$ cat src/rtl/core/hfbr_pkg.sv
// ----------------------------------------------------------------------------
// HID field to boot report package
// Shared constants, report types and small helper functions.
// ----------------------------------------------------------------------------
package hfbr_pkg;

    localparam int KEY_SLOT_COUNT = 6;
    localparam int SLOT_COUNT     = 8;
    localparam int KEY_BYTES      = 6;
    localparam int PACKED_KEYS    = (KEY_SLOT_COUNT < KEY_BYTES) ? KEY_SLOT_COUNT : KEY_BYTES;

    localparam logic [15:0] PAGE_DESKTOP  = 16'h0001;
    localparam logic [15:0] PAGE_KEYBOARD = 16'h0007;
    localparam logic [15:0] PAGE_BUTTON   = 16'h0009;
    localparam logic [15:0] MOD_FIRST     = 16'h00E0;
    localparam logic [15:0] MOD_LAST      = 16'h00E7;
    localparam logic [15:0] KEY_LIMIT     = 16'h0100;
    localparam logic [15:0] USE_X         = 16'h0030;
    localparam logic [15:0] USE_Y         = 16'h0031;
    localparam logic [15:0] USE_WHEEL     = 16'h0038;
    localparam logic [15:0] BUTTON_FIRST  = 16'h0001;
    localparam logic [15:0] BUTTON_LAST   = 16'h0008;

    localparam logic KIND_KEYBOARD = 1'b0;
    localparam logic KIND_MOUSE    = 1'b1;

    typedef struct packed {
        logic                   kind;
        logic [2:0]             slot;
        logic [7:0]             mods;
        logic [8*KEY_BYTES-1:0] keys;
        logic [7:0]             buttons;
        logic signed [7:0]      dx;
        logic signed [7:0]      dy;
        logic signed [7:0]      wheel;
        logic                   last;
    } t_report;

    typedef struct packed {
        logic    saw_keys;
        logic    saw_pointer;
        t_report kb;
        t_report ms;
    } t_snap;

    function automatic logic signed [7:0] sat8(input logic signed [31:0] v);
        logic signed [7:0] r;
        if (v > 32'sd127) begin
            r = 8'sd127;
        end else if (v < -32'sd128) begin
            r = -8'sd128;
        end else begin
            r = v[7:0];
        end
        return r;
    endfunction

    function automatic logic [2:0] slot_wrap(input logic [2:0] s);
        int v;
        v = int'(s);
        for (int i = 0; i < 8; i++) begin
            if (v >= SLOT_COUNT) begin
                v = v - SLOT_COUNT;
            end
        end
        return v[2:0];
    endfunction

endpackage

$ cat src/rtl/core/hid_fields_to_boot_reports_top.sv
// ----------------------------------------------------------------------------
// HID fields to boot reports, top level
// Builds boot-format keyboard and mouse reports from decoded HID fields.
// ----------------------------------------------------------------------------
// One field is accepted per cycle and folded into the accumulators in that
// cycle. The field marked last also loads the result holder, so it is only
// accepted when the holder is empty or drains its final report in the same
// cycle. A request that yields both a keyboard and a mouse report holds
// the output until both are handed out; all other fields are never stalled.
module hid_fields_to_boot_reports_top
    import hfbr_pkg::*;
(
    input  logic               i_clk,
    input  logic               i_rst_n,
    input  logic               i_in_valid,
    output logic               o_in_ready,
    input  logic [15:0]        i_usage_page,
    input  logic [15:0]        i_usage_code,
    input  logic signed [31:0] i_field_value,
    input  logic [2:0]         i_device_slot,
    input  logic               i_last_field,
    output logic               o_out_valid,
    input  logic               i_out_ready,
    output logic               o_report_kind,
    output logic [2:0]         o_out_slot,
    output logic [7:0]         o_modifier_bits,
    output logic [47:0]        o_key_codes,
    output logic [7:0]         o_button_bits,
    output logic signed [7:0]  o_delta_x,
    output logic signed [7:0]  o_delta_y,
    output logic signed [7:0]  o_wheel_delta,
    output logic               o_last_result
);

    logic    take;
    logic    holder_free;
    t_snap   snap;
    t_report report;

    assign o_in_ready = holder_free || !i_last_field;
    assign take       = i_in_valid && o_in_ready;

    hfbr_accum u_accum (
        .i_clk         (i_clk),
        .i_rst_n       (i_rst_n),
        .i_take        (take),
        .i_usage_page  (i_usage_page),
        .i_usage_code  (i_usage_code),
        .i_field_value (i_field_value),
        .i_device_slot (i_device_slot),
        .i_last_field  (i_last_field),
        .o_snap        (snap)
    );

    hfbr_out u_out (
        .i_clk    (i_clk),
        .i_rst_n  (i_rst_n),
        .i_load   (take && i_last_field),
        .i_snap   (snap),
        .o_free   (holder_free),
        .o_valid  (o_out_valid),
        .i_ready  (i_out_ready),
        .o_report (report)
    );

    assign o_report_kind   = report.kind;
    assign o_out_slot      = report.slot;
    assign o_modifier_bits = report.mods;
    assign o_key_codes     = report.keys;
    assign o_button_bits   = report.buttons;
    assign o_delta_x       = report.dx;
    assign o_delta_y       = report.dy;
    assign o_wheel_delta   = report.wheel;
    assign o_last_result   = report.last;

endmodule

$ cat src/rtl/core/hfbr_accum.sv
// ----------------------------------------------------------------------------
// HID field accumulator
// Decodes one field per cycle, while fields are taken, into the keyboard and mouse accumulators and
// presents the finished reports as they stand after the current field.
// ----------------------------------------------------------------------------
module hfbr_accum
    import hfbr_pkg::*;
(
    input  logic               i_clk,
    input  logic               i_rst_n,
    input  logic               i_take,
    input  logic [15:0]        i_usage_page,
    input  logic [15:0]        i_usage_code,
    input  logic signed [31:0] i_field_value,
    input  logic [2:0]         i_device_slot,
    input  logic               i_last_field,
    output t_snap              o_snap
);

    logic [7:0]        r_mod,     n_mod;
    logic [7:0]        r_button,  n_button;
    logic signed [7:0] r_x,       n_x;
    logic signed [7:0] r_y,       n_y;
    logic signed [7:0] r_wheel,   n_wheel;
    logic              r_saw_key, n_saw_key;
    logic              r_saw_ptr, n_saw_ptr;
    logic [7:0]        r_slots [KEY_SLOT_COUNT];
    logic [7:0]        n_slots [KEY_SLOT_COUNT];

    logic is_mod;
    logic is_key;
    logic is_button;
    logic val_nz;
    logic hit;
    logic placed;
    logic [8*KEY_BYTES-1:0] keys;
    logic [2:0] slot;

    assign is_mod    = (i_usage_code >= MOD_FIRST) && (i_usage_code <= MOD_LAST);
    assign is_key    = (i_usage_code != 16'h0000) && (i_usage_code < KEY_LIMIT) && !is_mod;
    assign is_button = (i_usage_code >= BUTTON_FIRST) && (i_usage_code <= BUTTON_LAST);
    assign val_nz    = (i_field_value != 32'sd0);
    assign slot      = slot_wrap(i_device_slot);

    always_comb begin
        n_mod     = r_mod;
        n_button  = r_button;
        n_x       = r_x;
        n_y       = r_y;
        n_wheel   = r_wheel;
        n_saw_key = r_saw_key;
        n_saw_ptr = r_saw_ptr;
        n_slots   = r_slots;
        hit       = 1'b0;
        placed    = 1'b0;
        if (i_usage_page == PAGE_KEYBOARD) begin
            n_saw_key = 1'b1;
            if (is_mod && val_nz) begin
                n_mod = r_mod | (8'h01 << i_usage_code[2:0]);
            end
            if (is_key) begin
                for (int i = 0; i < KEY_SLOT_COUNT; i++) begin
                    if (r_slots[i] == i_usage_code[7:0]) begin
                        hit = 1'b1;
                    end
                end
                for (int i = 0; i < KEY_SLOT_COUNT; i++) begin
                    if (!hit && !placed && (r_slots[i] == 8'h00)) begin
                        n_slots[i] = i_usage_code[7:0];
                        placed     = 1'b1;
                    end
                end
            end
        end else if (i_usage_page == PAGE_BUTTON) begin
            if (is_button) begin
                n_saw_ptr = 1'b1;
                if (val_nz) begin
                    n_button = r_button | (8'h01 << 3'(i_usage_code[3:0] - 4'd1));
                end
            end
        end else if (i_usage_page == PAGE_DESKTOP) begin
            if (i_usage_code == USE_X) begin
                n_saw_ptr = 1'b1;
                n_x       = sat8(i_field_value);
            end else if (i_usage_code == USE_Y) begin
                n_saw_ptr = 1'b1;
                n_y       = sat8(i_field_value);
            end else if (i_usage_code == USE_WHEEL) begin
                n_saw_ptr = 1'b1;
                n_wheel   = sat8(i_field_value);
            end
        end
    end

    always_comb begin
        keys = '0;
        for (int i = 0; i < PACKED_KEYS; i++) begin
            keys[8*i +: 8] = n_slots[i];
        end
    end

    always_comb begin
        o_snap.saw_keys    = n_saw_key;
        o_snap.saw_pointer = n_saw_ptr;
        o_snap.kb          = '0;
        o_snap.kb.kind     = KIND_KEYBOARD;
        o_snap.kb.slot     = slot;
        o_snap.kb.mods     = n_mod;
        o_snap.kb.keys     = keys;
        o_snap.kb.last     = !n_saw_ptr;
        o_snap.ms          = '0;
        o_snap.ms.kind     = KIND_MOUSE;
        o_snap.ms.slot     = slot;
        o_snap.ms.buttons  = n_button;
        o_snap.ms.dx       = n_x;
        o_snap.ms.dy       = n_y;
        o_snap.ms.wheel    = n_wheel;
        o_snap.ms.last     = 1'b1;
    end

    always_ff @(posedge i_clk) begin
        if (!i_rst_n || (i_take && i_last_field)) begin
            r_mod     <= '0;
            r_button  <= '0;
            r_x       <= '0;
            r_y       <= '0;
            r_wheel   <= '0;
            r_saw_key <= 1'b0;
            r_saw_ptr <= 1'b0;
            for (int i = 0; i < KEY_SLOT_COUNT; i++) begin
                r_slots[i] <= '0;
            end
        end else if (i_take) begin
            r_mod     <= n_mod;
            r_button  <= n_button;
            r_x       <= n_x;
            r_y       <= n_y;
            r_wheel   <= n_wheel;
            r_saw_key <= n_saw_key;
            r_saw_ptr <= n_saw_ptr;
            r_slots   <= n_slots;
        end
    end

endmodule

$ cat src/rtl/core/hfbr_out.sv
// ----------------------------------------------------------------------------
// Boot report holder
// Holds the keyboard and mouse reports of one finished request and hands
// them out in order, keyboard first.
// ----------------------------------------------------------------------------
module hfbr_out
    import hfbr_pkg::*;
(
    input  logic    i_clk,
    input  logic    i_rst_n,
    input  logic    i_load,
    input  t_snap   i_snap,
    output logic    o_free,
    output logic    o_valid,
    input  logic    i_ready,
    output t_report o_report
);

    logic    r_kb_pend;
    logic    r_ms_pend;
    t_report r_kb;
    t_report r_ms;
    logic    pop;

    assign o_valid  = r_kb_pend || r_ms_pend;
    assign pop      = o_valid && i_ready;
    assign o_free   = !o_valid || (pop && (r_kb_pend != r_ms_pend));
    assign o_report = r_kb_pend ? r_kb : r_ms;

    always_ff @(posedge i_clk) begin
        if (!i_rst_n) begin
            r_kb_pend <= 1'b0;
            r_ms_pend <= 1'b0;
        end else if (i_load) begin
            r_kb_pend <= i_snap.saw_keys;
            r_ms_pend <= i_snap.saw_pointer;
        end else if (pop) begin
            if (r_kb_pend) begin
                r_kb_pend <= 1'b0;
            end else begin
                r_ms_pend <= 1'b0;
            end
        end
    end

    always_ff @(posedge i_clk) begin
        if (i_load) begin
            r_kb <= i_snap.kb;
            r_ms <= i_snap.ms;
        end
    end

`ifndef SYNTHESIS
    a_kb_first: assert property (@(posedge i_clk) disable iff (!i_rst_n)
        (r_kb_pend && r_ms_pend) |-> (o_report.kind == KIND_KEYBOARD && !o_report.last))
        else $error("keyboard report must precede mouse report and not be last");

    a_ms_last: assert property (@(posedge i_clk) disable iff (!i_rst_n)
        (r_ms_pend && !r_kb_pend) |-> (o_report.kind == KIND_MOUSE && o_report.last))
        else $error("lone mouse report must be the last result");

    a_no_overwrite: assert property (@(posedge i_clk) disable iff (!i_rst_n)
        i_load |-> (!o_valid || (pop && $countones({r_kb_pend, r_ms_pend}) == 1)))
        else $error("holder loaded while results still pending");

    a_mouse_clean: assert property (@(posedge i_clk) disable iff (!i_rst_n)
        (o_valid && o_report.kind == KIND_MOUSE) |-> (o_report.mods == 8'h00
            && o_report.keys == '0))
        else $error("mouse report carries keyboard data");
`endif

endmodule
$ cat config.mk
export PLATFORM = sky130hd
export DESIGN_NAME = hid_fields_to_boot_reports_top
export DESIGN_NICKNAME = d
export VERILOG_FILES = /design/src/rtl/core/hfbr_pkg.sv /design/src/rtl/core/hid_fields_to_boot_reports_top.sv /design/src/rtl/core/hfbr_accum.sv /design/src/rtl/core/hfbr_out.sv
export SDC_FILE = /design/constraint.sdc
export NUM_CORES = 1
export LEC_CHECK = 0
export BUFFER_PORTS_ARGS = -buffer_cell sky130_fd_sc_hd__buf_4
export CORE_ASPECT_RATIO = 1.4
export CORE_UTILIZATION = 30
export DETAILED_ROUTE_END_ITERATION = 8
export PLACE_DENSITY_LB_ADDON = 0.12
export SLEW_MARGIN = 5
export SYNTH_ARGS = -nofsm -noshare
export SYNTH_HDL_FRONTEND = slang
export SYNTH_HIERARCHICAL = 1
export SYNTH_SLANG_ARGS = --single-unit
$ cat constraint.sdc
create_clock -name i_clk -period 5.9 [get_ports i_clk]
set_clock_uncertainty 0.1 [all_clocks]
set_input_delay 1.18 -clock i_clk [delete_from_list [all_inputs] [get_ports i_clk]]
set_output_delay 1.18 -clock i_clk [all_outputs]
set_load 0.1 [all_outputs]
==> run_results.csv, run 1 <==
group,metric,value,unit
run_status,outcome,"complete, no violations",
timing,finalHoldViolCount,0,
synthesis,yosys-top-cells-count,"186 x edfxtp_1, 105 x buf_4, 92 x dfxtp_1, 85 x nand2_1, 63 x o21ai_0",
timing,max_freq,256,MHz
power_and_ir_drop,ir_drop,0.182,mV
clock_tree,cts_resized,0,
synthesis,async_flop_share,0,%
synthesis,yosysSeqAreaShare,57.8,%
clock_tree,cts_hold_buffers,0,
critical_path,crit_chain,"buf_4, mux2_2, buf_4",
placed_design,io_buffers,166,
synthesis,syn-cell-area,12800,sq um
floorplanning,core-area,42200,sq um
clock_tree,cts_made_buffers,30,
synthesis,synth_cell_types,62,
drt,wirelength,31600,um
critical_path,cp_common_cell,"buf_4",
floorplanning,initial_core_util,30.4,%
clock_tree,cts_num_sinks,278,
drt,vias,7940,
cells_and_area,areaGrowthSynthToFinish,17.5,%
timing,relSlewSlack,27.8,%
synthesis,synth_top_area_share,43.5,%
placed_design,place.gp.congestion,0.780,
synthesis,yosysWarnings,6,
critical_path,timing.setup.critical_path_class,"reg2out",
placed_design,dp_hpwl,21000,um
synthesis,yosys.cell_count.top_type,"edfxtp_1",
synthesis,synth_edf_count,186,
drt,drc,0,
critical_path,crit_path_start_kind,"flop",
clock_tree,htreeDepth,1,
drt,drt_first_pass_iters,5,
timing,rsz0062_at_grt,"false",
critical_path,cp-end-kind,"output port",
synthesis,ys_ff_latch,278,
power_and_ir_drop,p_per_area,303,nW/um^2
cells_and_area,postLayoutCoreUtil,35.8,%
global_route,grt_max_degree,191,
clock_tree,worst_skew_pair.late_latency,560,ps
floorplanning,die_w,177,um
floorplanning,rows,89,
drt,final_antenna_net_count,0,
synthesis,yosys.area.top_type,"edfxtp_1",
cells_and_area,drive_above_1_share,27.7,%
synthesis,avgSynthCellArea,12.1,sq um
clock_tree,cts.reportedPaths.clkPinSlew,60,ps
critical_path,worstPathArrival,2630,ps
timing,slew_violations,0,
floorplanning,die_area,43700,sq um
critical_path,crit_required,4620,ps
drt,drtIter0Drc,468,
global_route,antenna_found_initial,0,
synthesis,yosys_most_used_dff,"edfxtp_1",
clock_tree,post-cts-setup-buffers,0,
critical_path,cp_num_buf_inv,2,
timing,period_minus_slack,3910,ps
timing,period_share,66.3,%
drt,wl_per_cell,17.9,um
global_route,grt-ovfl-total,0,
timing,tightest_slew,1080,ps
critical_path,max_stage_delay,770,ps
clock_tree,ctsLongestPathBuffers,3,
global_route,grt_pass1_vias,7872,
power_and_ir_drop,p_leak,5.85,nW
worst_hold_path,hp-class,"reg2reg",
cells_and_area,antenna_cells,0,
run,cap_violations,0,
drt,vias_per_cell,4.50,
critical_path,path_max_fanout,38,
global_route,track_usage,14.4,%
timing,finalSetupViolCount,0,
critical_path,slowest_stage,"dfxtp_4",
critical_path,critPathTopFamily,"buffers and inverters",
clock_tree,clockRootBuffer,"clkbuf_16",
global_route,grt_pass1_wl,47200,um
floorplanning,pin_count,167,
clock_tree,cts_tree,"yes",
synthesis,synth.area.top_cells,"edfxtp_1 43%, dfxtp_1 14%, buf_4 6.1%, mux2_2 5.2%, mux2_4 4.4%",
floorplanning,die_h,247,um
synthesis,synthCells,1058,
cells_and_area,fin_nets,1268,
timing,fin_tns_setup,0,ps
## flip-flops by register name, summed over array words and instances (netlist names), 8 cells and up
| name | count |
|---|---|
| u_out/r_kb | 93 |
| u_out/r_ms | 93 |
| u_accum/r_slots | 48 |
| u_accum/r_button | 8 |
| u_accum/r_mod | 8 |
| u_accum/r_wheel | 8 |
| u_accum/r_x | 8 |
| u_accum/r_y | 8 |
## cells in the final DEF, fill, tap and decap left out, types with 3 or more instances in the layout
master and n:
or4_1 5, buf_4 170, clkbuf_1 6, mux2_4 38
nor4_1 20, nor3_1 11, a21o_1 32, nand4_1 23
mux2i_1 3, clkbuf_16 32, xnor2_1 49, nor2b_1 7
o21bai_1 30, mux2_2 59, clkinv_2 8, clkinv_1 5
dfxtp_1 91, and4_1 3, inv_1 15, and2_1 3
a21oi_2 4, nor2_1 59, nand2_1 85, o21ai_1 13
o21ai_0 63, edfxtp_1 186, bufinv_16 3, conb_1 91
nand3_1 10, and3_1 6, a21oi_1 45
## metrics by stage
stage               worst slack (ps)  instances  hold slack (ps)  cell area [sq um]  total power [W]
global placement                1670       1709              331              14100          0.00271
global route                    1850       1765              383              15100          0.00475
finish                          1990       1765              347              15100          0.00458
floorplan                       1320       1147              319              13200          0.00262
CTS                             1880       1765              351              15100          0.00466
detailed placement              1590       1709              338              14100          0.00271
## metal layers
metal | GRT usage [%] | vias up | part of all wire, %
met1 | 16.6 | 3756 | 40
met5 | 0 | - | 0
met4 | 5.15 | 0 | 2.7
met2 | 26.8 | 229 | 53
li1 | - | 3908 | -
met3 | 1.97 | 47 | 4.7
## path summary, 6_finish.rpt
path / start / endpoint / slack, ps / cells after the start
max: u_out/r_kb_pend / o_delta_y[7] / 1990 / 3
min reg2reg: u_accum/r_button[0] / u_accum/r_button[0] / 350 / 2
max reg2reg: u_out/r_kb_pend / u_accum/r_y[7] / 2530 / 10
min: u_accum/r_button[0] / u_accum/r_button[0] / 350 / 2
## where the power goes
group          switching [W]  internal, W  total [W]  leakage, nW
clock               0.000773      0.00114    0.00191        0.497
sequential         0.0000170      0.00215    0.00216         2.50
combinational       0.000377     0.000125   0.000502         2.85
## cell families (layout without fill, tap and decap cells)
group | Yosys count | after routing | share of synthesized area, %
compound gates | 202 | 202 | 9.58
flops | 278 | 278 | 57.8
fa+ha+maj | 1 | 1 | 0.0974
simple gates | 256 | 256 | 10.5
xor+xnor | 49 | 49 | 3.34
buf+inv | 170 | 242 | 8.81
mux | 100 | 100 | 9.84
other cells | 2 | 91 | 0.0584
## layout make-up
cell class / count / area (sq um)
clock buffers: 40 / 851
clock inverters: 16 / 149
fillers: 4149 / 27100
inverters: 15 / 56.3
multi-input cells: 699 / 4630
flip-flops and latches: 278 / 7430
well taps: 546 / 683
repair buffers: 171 / 1300
## tightest hold or removal path: stages, from the launching register on
cell and delay, ps:
dfxtp_1 320, nand2_1 40, o21ai_0 50
(Power assumes the default switching activity.)
==> run 2: changes to the inputs <==
clock period = 3.8 ns   (was 5.9 ns; I/O delays follow)
==> run 2 against run 1 <==
Via count grew 1.8%. Non-clock buffer count grew 20. Sequential share of layout area shrank 0.56 points. Combinational power grew 58%. First-iteration DRC count shrank 0.64%. Count of clock-buffer cells in the layout grew 7. Sequential cell count is the same. Wire length grew 2.6%. Cell count grew 1.2%. Core utilization grew 0.42 points. Sequential power grew 56%. Critical path type unchanged.
==> run_results.csv, run 2 (same netlist as run 1, synthesis figures left out) <==
group,metric,value,unit
drt,wirelength,32500,um
critical_path,path_max_fanout,95,
cells_and_area,reg_top3,"u_out/r_kb x93, u_out/r_ms x93, u_accum/r_slots x48",
cells_and_area,final_cell_mix,"187 x buf_4, 186 x edfxtp_1, 91 x conb_1, 91 x dfxtp_1, 85 x nand2_1",
critical_path,slowest_stage,"buf_12",
cells_and_area,areaGrowthSynthToFinish,18.9,%
run_status,outcome,"complete, no violations",
worst_hold_path,whs_path_depth,1,
timing,period_share,79.1,%
cells_and_area,antenna_cells,0,
cells_and_area,fill_cells,4103,
clock_tree,cts.reportedPaths.clkPinSlew,60,ps
clock_tree,cts_resized,0,
cells_and_area,fin_nets,1289,
worst_hold_path,hold_path_end,"u_out/r_kb[90]",
global_route,antenna_found_initial,0,
timing,fin_tns_setup,0,ps
clock_tree,clockRootBuffer,"clkbuf_16",
clock_tree,post-cts-setup-buffers,0,
critical_path,worstPathArrival,2150,ps
global_route,grt_max_degree,96,
cells_and_area,drive_above_1_share,28.7,%
timing,period_minus_slack,3010,ps
critical_path,timing.rr.end,"u_accum/r_slots[8]",
floorplanning,pin_count,167,
clock_tree,ctsLongestPathBuffers,3,
global_route,track_usage,14.7,%
timing,finalHoldViolCount,0,
power_and_ir_drop,p_leak,5.95,nW
critical_path,crit_required,2940,ps
placed_design,io_buffers,166,
drt,drc,0,
timing,max_freq,333,MHz
critical_path,crit_chain,"buf_12, mux2_2, buf_4",
drt,drtIter0Drc,465,
clock_tree,htreeDepth,1,
drt,vias,8084,
floorplanning,initial_core_util,30.4,%
drt,wl_per_cell,18.2,um
global_route,grt_pass1_wl,48100,um
worst_hold_path,hp-class,"in2reg",
cells_and_area,postLayoutCoreUtil,36.2,%
critical_path,cp_num_buf_inv,2,
timing,finalSetupViolCount,0,
floorplanning,die_area,43700,sq um
cells_and_area,final_common_cell,"buf_4",
critical_path,max_stage_delay,480,ps
timing,rsz0062_at_grt,"false",
critical_path,cp-end-kind,"output port",
critical_path,critPathTopFamily,"buffers and inverters",
global_route,grt-ovfl-total,0,
drt,vias_per_cell,4.53,
clock_tree,cts_num_sinks,278,
clock_tree,cts_hold_buffers,0,
drt,final_antenna_net_count,0,
critical_path,rrSetupSlack,1030,ps
timing,relSlewSlack,41.5,%
clock_tree,cts_made_buffers,31,
clock_tree,worst_skew_pair.late_latency,570,ps
drt,drt_first_pass_iters,5,
floorplanning,core-area,42200,sq um
power_and_ir_drop,ir_drop,0.304,mV
critical_path,timing.setup.critical_path_class,"reg2out",
placed_design,dp_hpwl,22400,um
timing,tightest_slew,870,ps
floorplanning,die_h,247,um
worst_hold_path,min_from,"i_device_slot[1]",
floorplanning,rows,89,
critical_path,reg2regPathDepth,11,
critical_path,r2r_start,"u_out/r_kb_pend",
clock_tree,cts_tree,"yes",
placed_design,place.gp.congestion,0.841,
critical_path,critical_path_depth,3,
critical_path,crit_path_start_kind,"flop",
run,cap_violations,0,
timing,slew_violations,0,
floorplanning,die_w,177,um
global_route,grt_pass1_vias,8004,
power_and_ir_drop,p_per_area,463,nW/um^2
## run 2: cell types whose count changed in the layout (fill, tap and decap cells not counted), sizes merged
cell and change:
buf +20, bufinv -1, clkbuf +7, clkinv -8, inv +3
## run 2: area by class of cell
class | instances | area [sq um] | share of cell area, %
clock buffers | 47 | 877 | 5.74
clock inverters | 10 | 111 | 0.729
inverters | 15 | 56.3 | 0.369
multi-input cells | 699 | 4630 | 30.3
flip-flops and latches | 278 | 7430 | 48.7
well taps | 546 | 683 | 4.47
repair buffers | 191 | 1480 | 9.72
## run 2: routing by layer
| layer | share of wire [%] | up-vias | GRT usage [%] | routed length (um) |
|---|---|---|---|---|
| met1 | 40 | 3863 | 16.9 | 12900 |
| met5 | 0 | - | 0 | 0 |
| met2 | 52 | 214 | 27.1 | 17000 |
| li1 | - | 3949 | - | - |
| met3 | 4.9 | 58 | 2.34 | 1580 |
| met4 | 3.1 | 0 | 5.68 | 1010 |
## run 2: how the worst max path moves through the flow
stage / slack, ps / startpoint / endpoint
CTS: 710 / u_out/r_kb_pend / o_key_codes[16]
global placement: 520 / i_usage_code[3] / u_accum/r_slots[28]
detailed placement: 440 / i_usage_code[3] / u_accum/r_slots[28]
global route: 690 / u_out/r_kb_pend / o_key_codes[16]
finish: 790 / u_out/r_kb_pend / o_key_codes[16]
floorplan: 140 / u_out/r_kb_pend / u_out/r_ms_pend
## run 2: metrics by stage
stage / hold slack [ps] / worst slack [ps] / area (sq um) / power [W] / cells
after global routing: 263 / 686 / 15300 / 0.00734 / 1786
final: 282 / 794 / 15300 / 0.00707 / 1786
after floorplan: 319 / 142 / 13200 / 0.00406 / 1147
after CTS: 250 / 714 / 15300 / 0.00719 / 1786
after global placement: 330 / 525 / 14300 / 0.00422 / 1729
after detailed placement: 338 / 441 / 14300 / 0.00422 / 1729
## run 2: worst register-to-register path, cell delays in order (launching register included)
cell      delay (ps)
dfxtp_4          350
inv_1             40
ha_1             270
nand2_1           50
nand2_1           80
nand2b_4         120
and2_4           200
and3b_1          520
nand2_1          350
nor2_1           160
nand4_1          180
o31ai_1          250
## run 2: power by group
part           leakage, nW  internal (W)  switching [W]
clock                0.483       0.00173        0.00120
combinational         2.96      0.000204       0.000588
sequential            2.50       0.00333      0.0000260
==> run 3: changes to the inputs <==
clock period = 2.9 ns   (was 3.8 ns; I/O delays follow)
==> run 3 against run 2 <==
Sequential power is 31% higher. Combinational power is 33% higher. Hold slack worse by 160 ps. Largest cell class unchanged.
==> run_results.csv, run 3 (same netlist as run 1, synthesis figures left out) <==
group,metric,value,unit
clock_tree,cts_tree,"yes",
cells_and_area,reg_top3,"u_out/r_kb x93, u_out/r_ms x93, u_accum/r_slots x48",
clock_tree,post-cts-setup-buffers,0,
power_and_ir_drop,p_leak,5.99,nW
timing,fin_tns_setup,0,ps
global_route,grt_pass1_wl,48000,um
critical_path,cp-end-kind,"output port",
floorplanning,pin_count,167,
timing,relSlewSlack,51.1,%
drt,drtIter0Drc,417,
cells_and_area,final_cell_mix,"201 x buf_4, 186 x edfxtp_1, 91 x conb_1, 91 x dfxtp_1, 85 x nand2_1",
global_route,grt_max_degree,96,
placed_design,pre_cts_slack,101,ps
critical_path,worstPathArrival,2120,ps
drt,drt_first_pass_iters,5,
clock_tree,clockRootBuffer,"clkbuf_16",
timing,period_minus_slack,2800,ps
timing,whs,117,ps
cells_and_area,final_common_cell,"buf_4",
clock_tree,ctsLongestPathBuffers,3,
critical_path,crit_chain,"buf_16, mux2_2, buf_4",
critical_path,critPathTopFamily,"buffers and inverters",
global_route,grt_pass1_vias,8176,
critical_path,cp_num_buf_inv,2,
cells_and_area,stdcell_area,15300,sq um
placed_design,dpl_cell_area,14400,sq um
timing,finalHoldViolCount,0,
cells_and_area,fin_nets,1303,
drt,wl_per_cell,17.7,um
power_and_ir_drop,p_per_area,584,nW/um^2
run,cap_violations,0,
critical_path,crit_required,2220,ps
drt,wirelength,31800,um
critical_path,crit_path_start_kind,"flop",
clock_tree,htreeDepth,1,
timing,max_freq,357,MHz
cells_and_area,antenna_cells,0,
clock_tree,cts_made_buffers,29,
critical_path,path_max_fanout,95,
timing,period_share,96.7,%
clock_tree,cts_hold_buffers,0,
global_route,grt-ovfl-total,0,
floorplanning,core-area,42200,sq um
floorplanning,die_h,247,um
global_route,track_usage,14.5,%
critical_path,slowest_stage,"buf_16",
floorplanning,initial_core_util,30.4,%
clock_tree,cts.reportedPaths.clkPinSlew,60,ps
drt,drc,0,
floorplanning,rows,89,
timing,fin_ws,96.4,ps
timing,slew_violations,0,
drt,vias,8084,
worst_hold_path,hp-class,"in2reg",
power_and_ir_drop,ir_drop,0.312,mV
placed_design,place.gp.congestion,0.799,
cells_and_area,drive_above_1_share,29.4,%
cells_and_area,fill_cells,4124,
drt,vias_per_cell,4.50,
floorplanning,die_area,43700,sq um
timing,finalSetupViolCount,0,
run_status,outcome,"complete, no violations",
timing,rsz0062_at_grt,"false",
placed_design,io_buffers,166,
clock_tree,cts_num_sinks,278,
placed_design,dp_hpwl,22200,um
global_route,antenna_found_initial,0,
critical_path,max_stage_delay,460,ps
critical_path,timing.setup.critical_path_class,"reg2out",
clock_tree,worst_skew_pair.late_latency,550,ps
cells_and_area,areaGrowthSynthToFinish,19.3,%
drt,final_antenna_net_count,0,
timing,tightest_slew,731,ps
floorplanning,die_w,177,um
[run 3: cell types whose count changed in the layout (fill, tap and decap cells not counted)]
cell	previous run	this run
buf_16	0	1
buf_12	4	5
clkbuf_16	32	30
inv_6	2	0
clkbuf_8	2	4
clkinv_1	1	5
bufinv_16	2	0
clkbuf_1	13	9
buf_4	187	201
[run 3: worst reg2reg max path: stages, from the launching register on]
cell and delay (ps):
dfxtp_4 370, inv_1 40, ha_1 270, nand2_1 50
nand2_1 80, nand2b_4 140, and2_4 200, or3b_2 490
nor4_4 230, buf_12 190, mux2i_1 190, nor2_1 50
[run 3: final timing paths]
path / from / endpoint / slack [ps] / depth (start not counted)
setup / recovery: u_out/r_kb_pend / o_key_codes[17] / 100 / 3
hold reg to reg: u_accum/r_mod[5] / u_accum/r_mod[5] / 350 / 2
setup reg to reg: u_out/r_kb_pend / u_accum/r_y[7] / 370 / 11
hold / removal: i_device_slot[1] / u_out/r_ms[90] / 120 / 1
[run 3: area by class of cell]
| class | instances | area [sq um] | share of cell area [%] |
|---|---|---|---|
| clock buffers | 43 | 840 | 5.48 |
| flip-flops and latches | 278 | 7430 | 48.5 |
| repair buffers | 207 | 1640 | 10.7 |
| inverters | 15 | 56.3 | 0.367 |
| multi-input cells | 699 | 4630 | 30.2 |
| clock inverters | 10 | 48.8 | 0.318 |
| well taps | 546 | 683 | 4.46 |
[run 3: per-stage QoR]
step,total power (W),util [%],instances
5_1_grt,0.00929,36.3,1798
4_1_cts,0.00912,36.3,1798
6_report,0.00895,36.3,1798
3_3_place_gp,0.00554,34.2,1745
3_5_place_dp,0.00554,34.2,1745
2_1_floorplan,0.00532,-,1147
[run 3: power by group]
part	switching [W]	leakage [nW]	internal [W]
sequential	0.0000338	2.50	0.00436
clock	0.00152	0.437	0.00199
combinational	0.000771	3.05	0.000276
total	0.00233	5.99	0.00663
[run 3: repair_timing]
item	CTS	global route
gates resized for setup	1	0
setup endpoints to repair	1	0
hold endpoints to repair	0	0
[run 3: routing by layer]
layer / wire length, um / GRT usage (%) / up-vias / part of all wire, %
met3: 1370 / 2.03 / 68 / 4.3
met2: 17000 / 27.4 / 197 / 53
met4: 1090 / 6.52 / 0 / 3.4
met1: 12300 / 15.9 / 3840 / 39
met5: 0 / 0 / - / 0
li1: - / - / 3979 / -
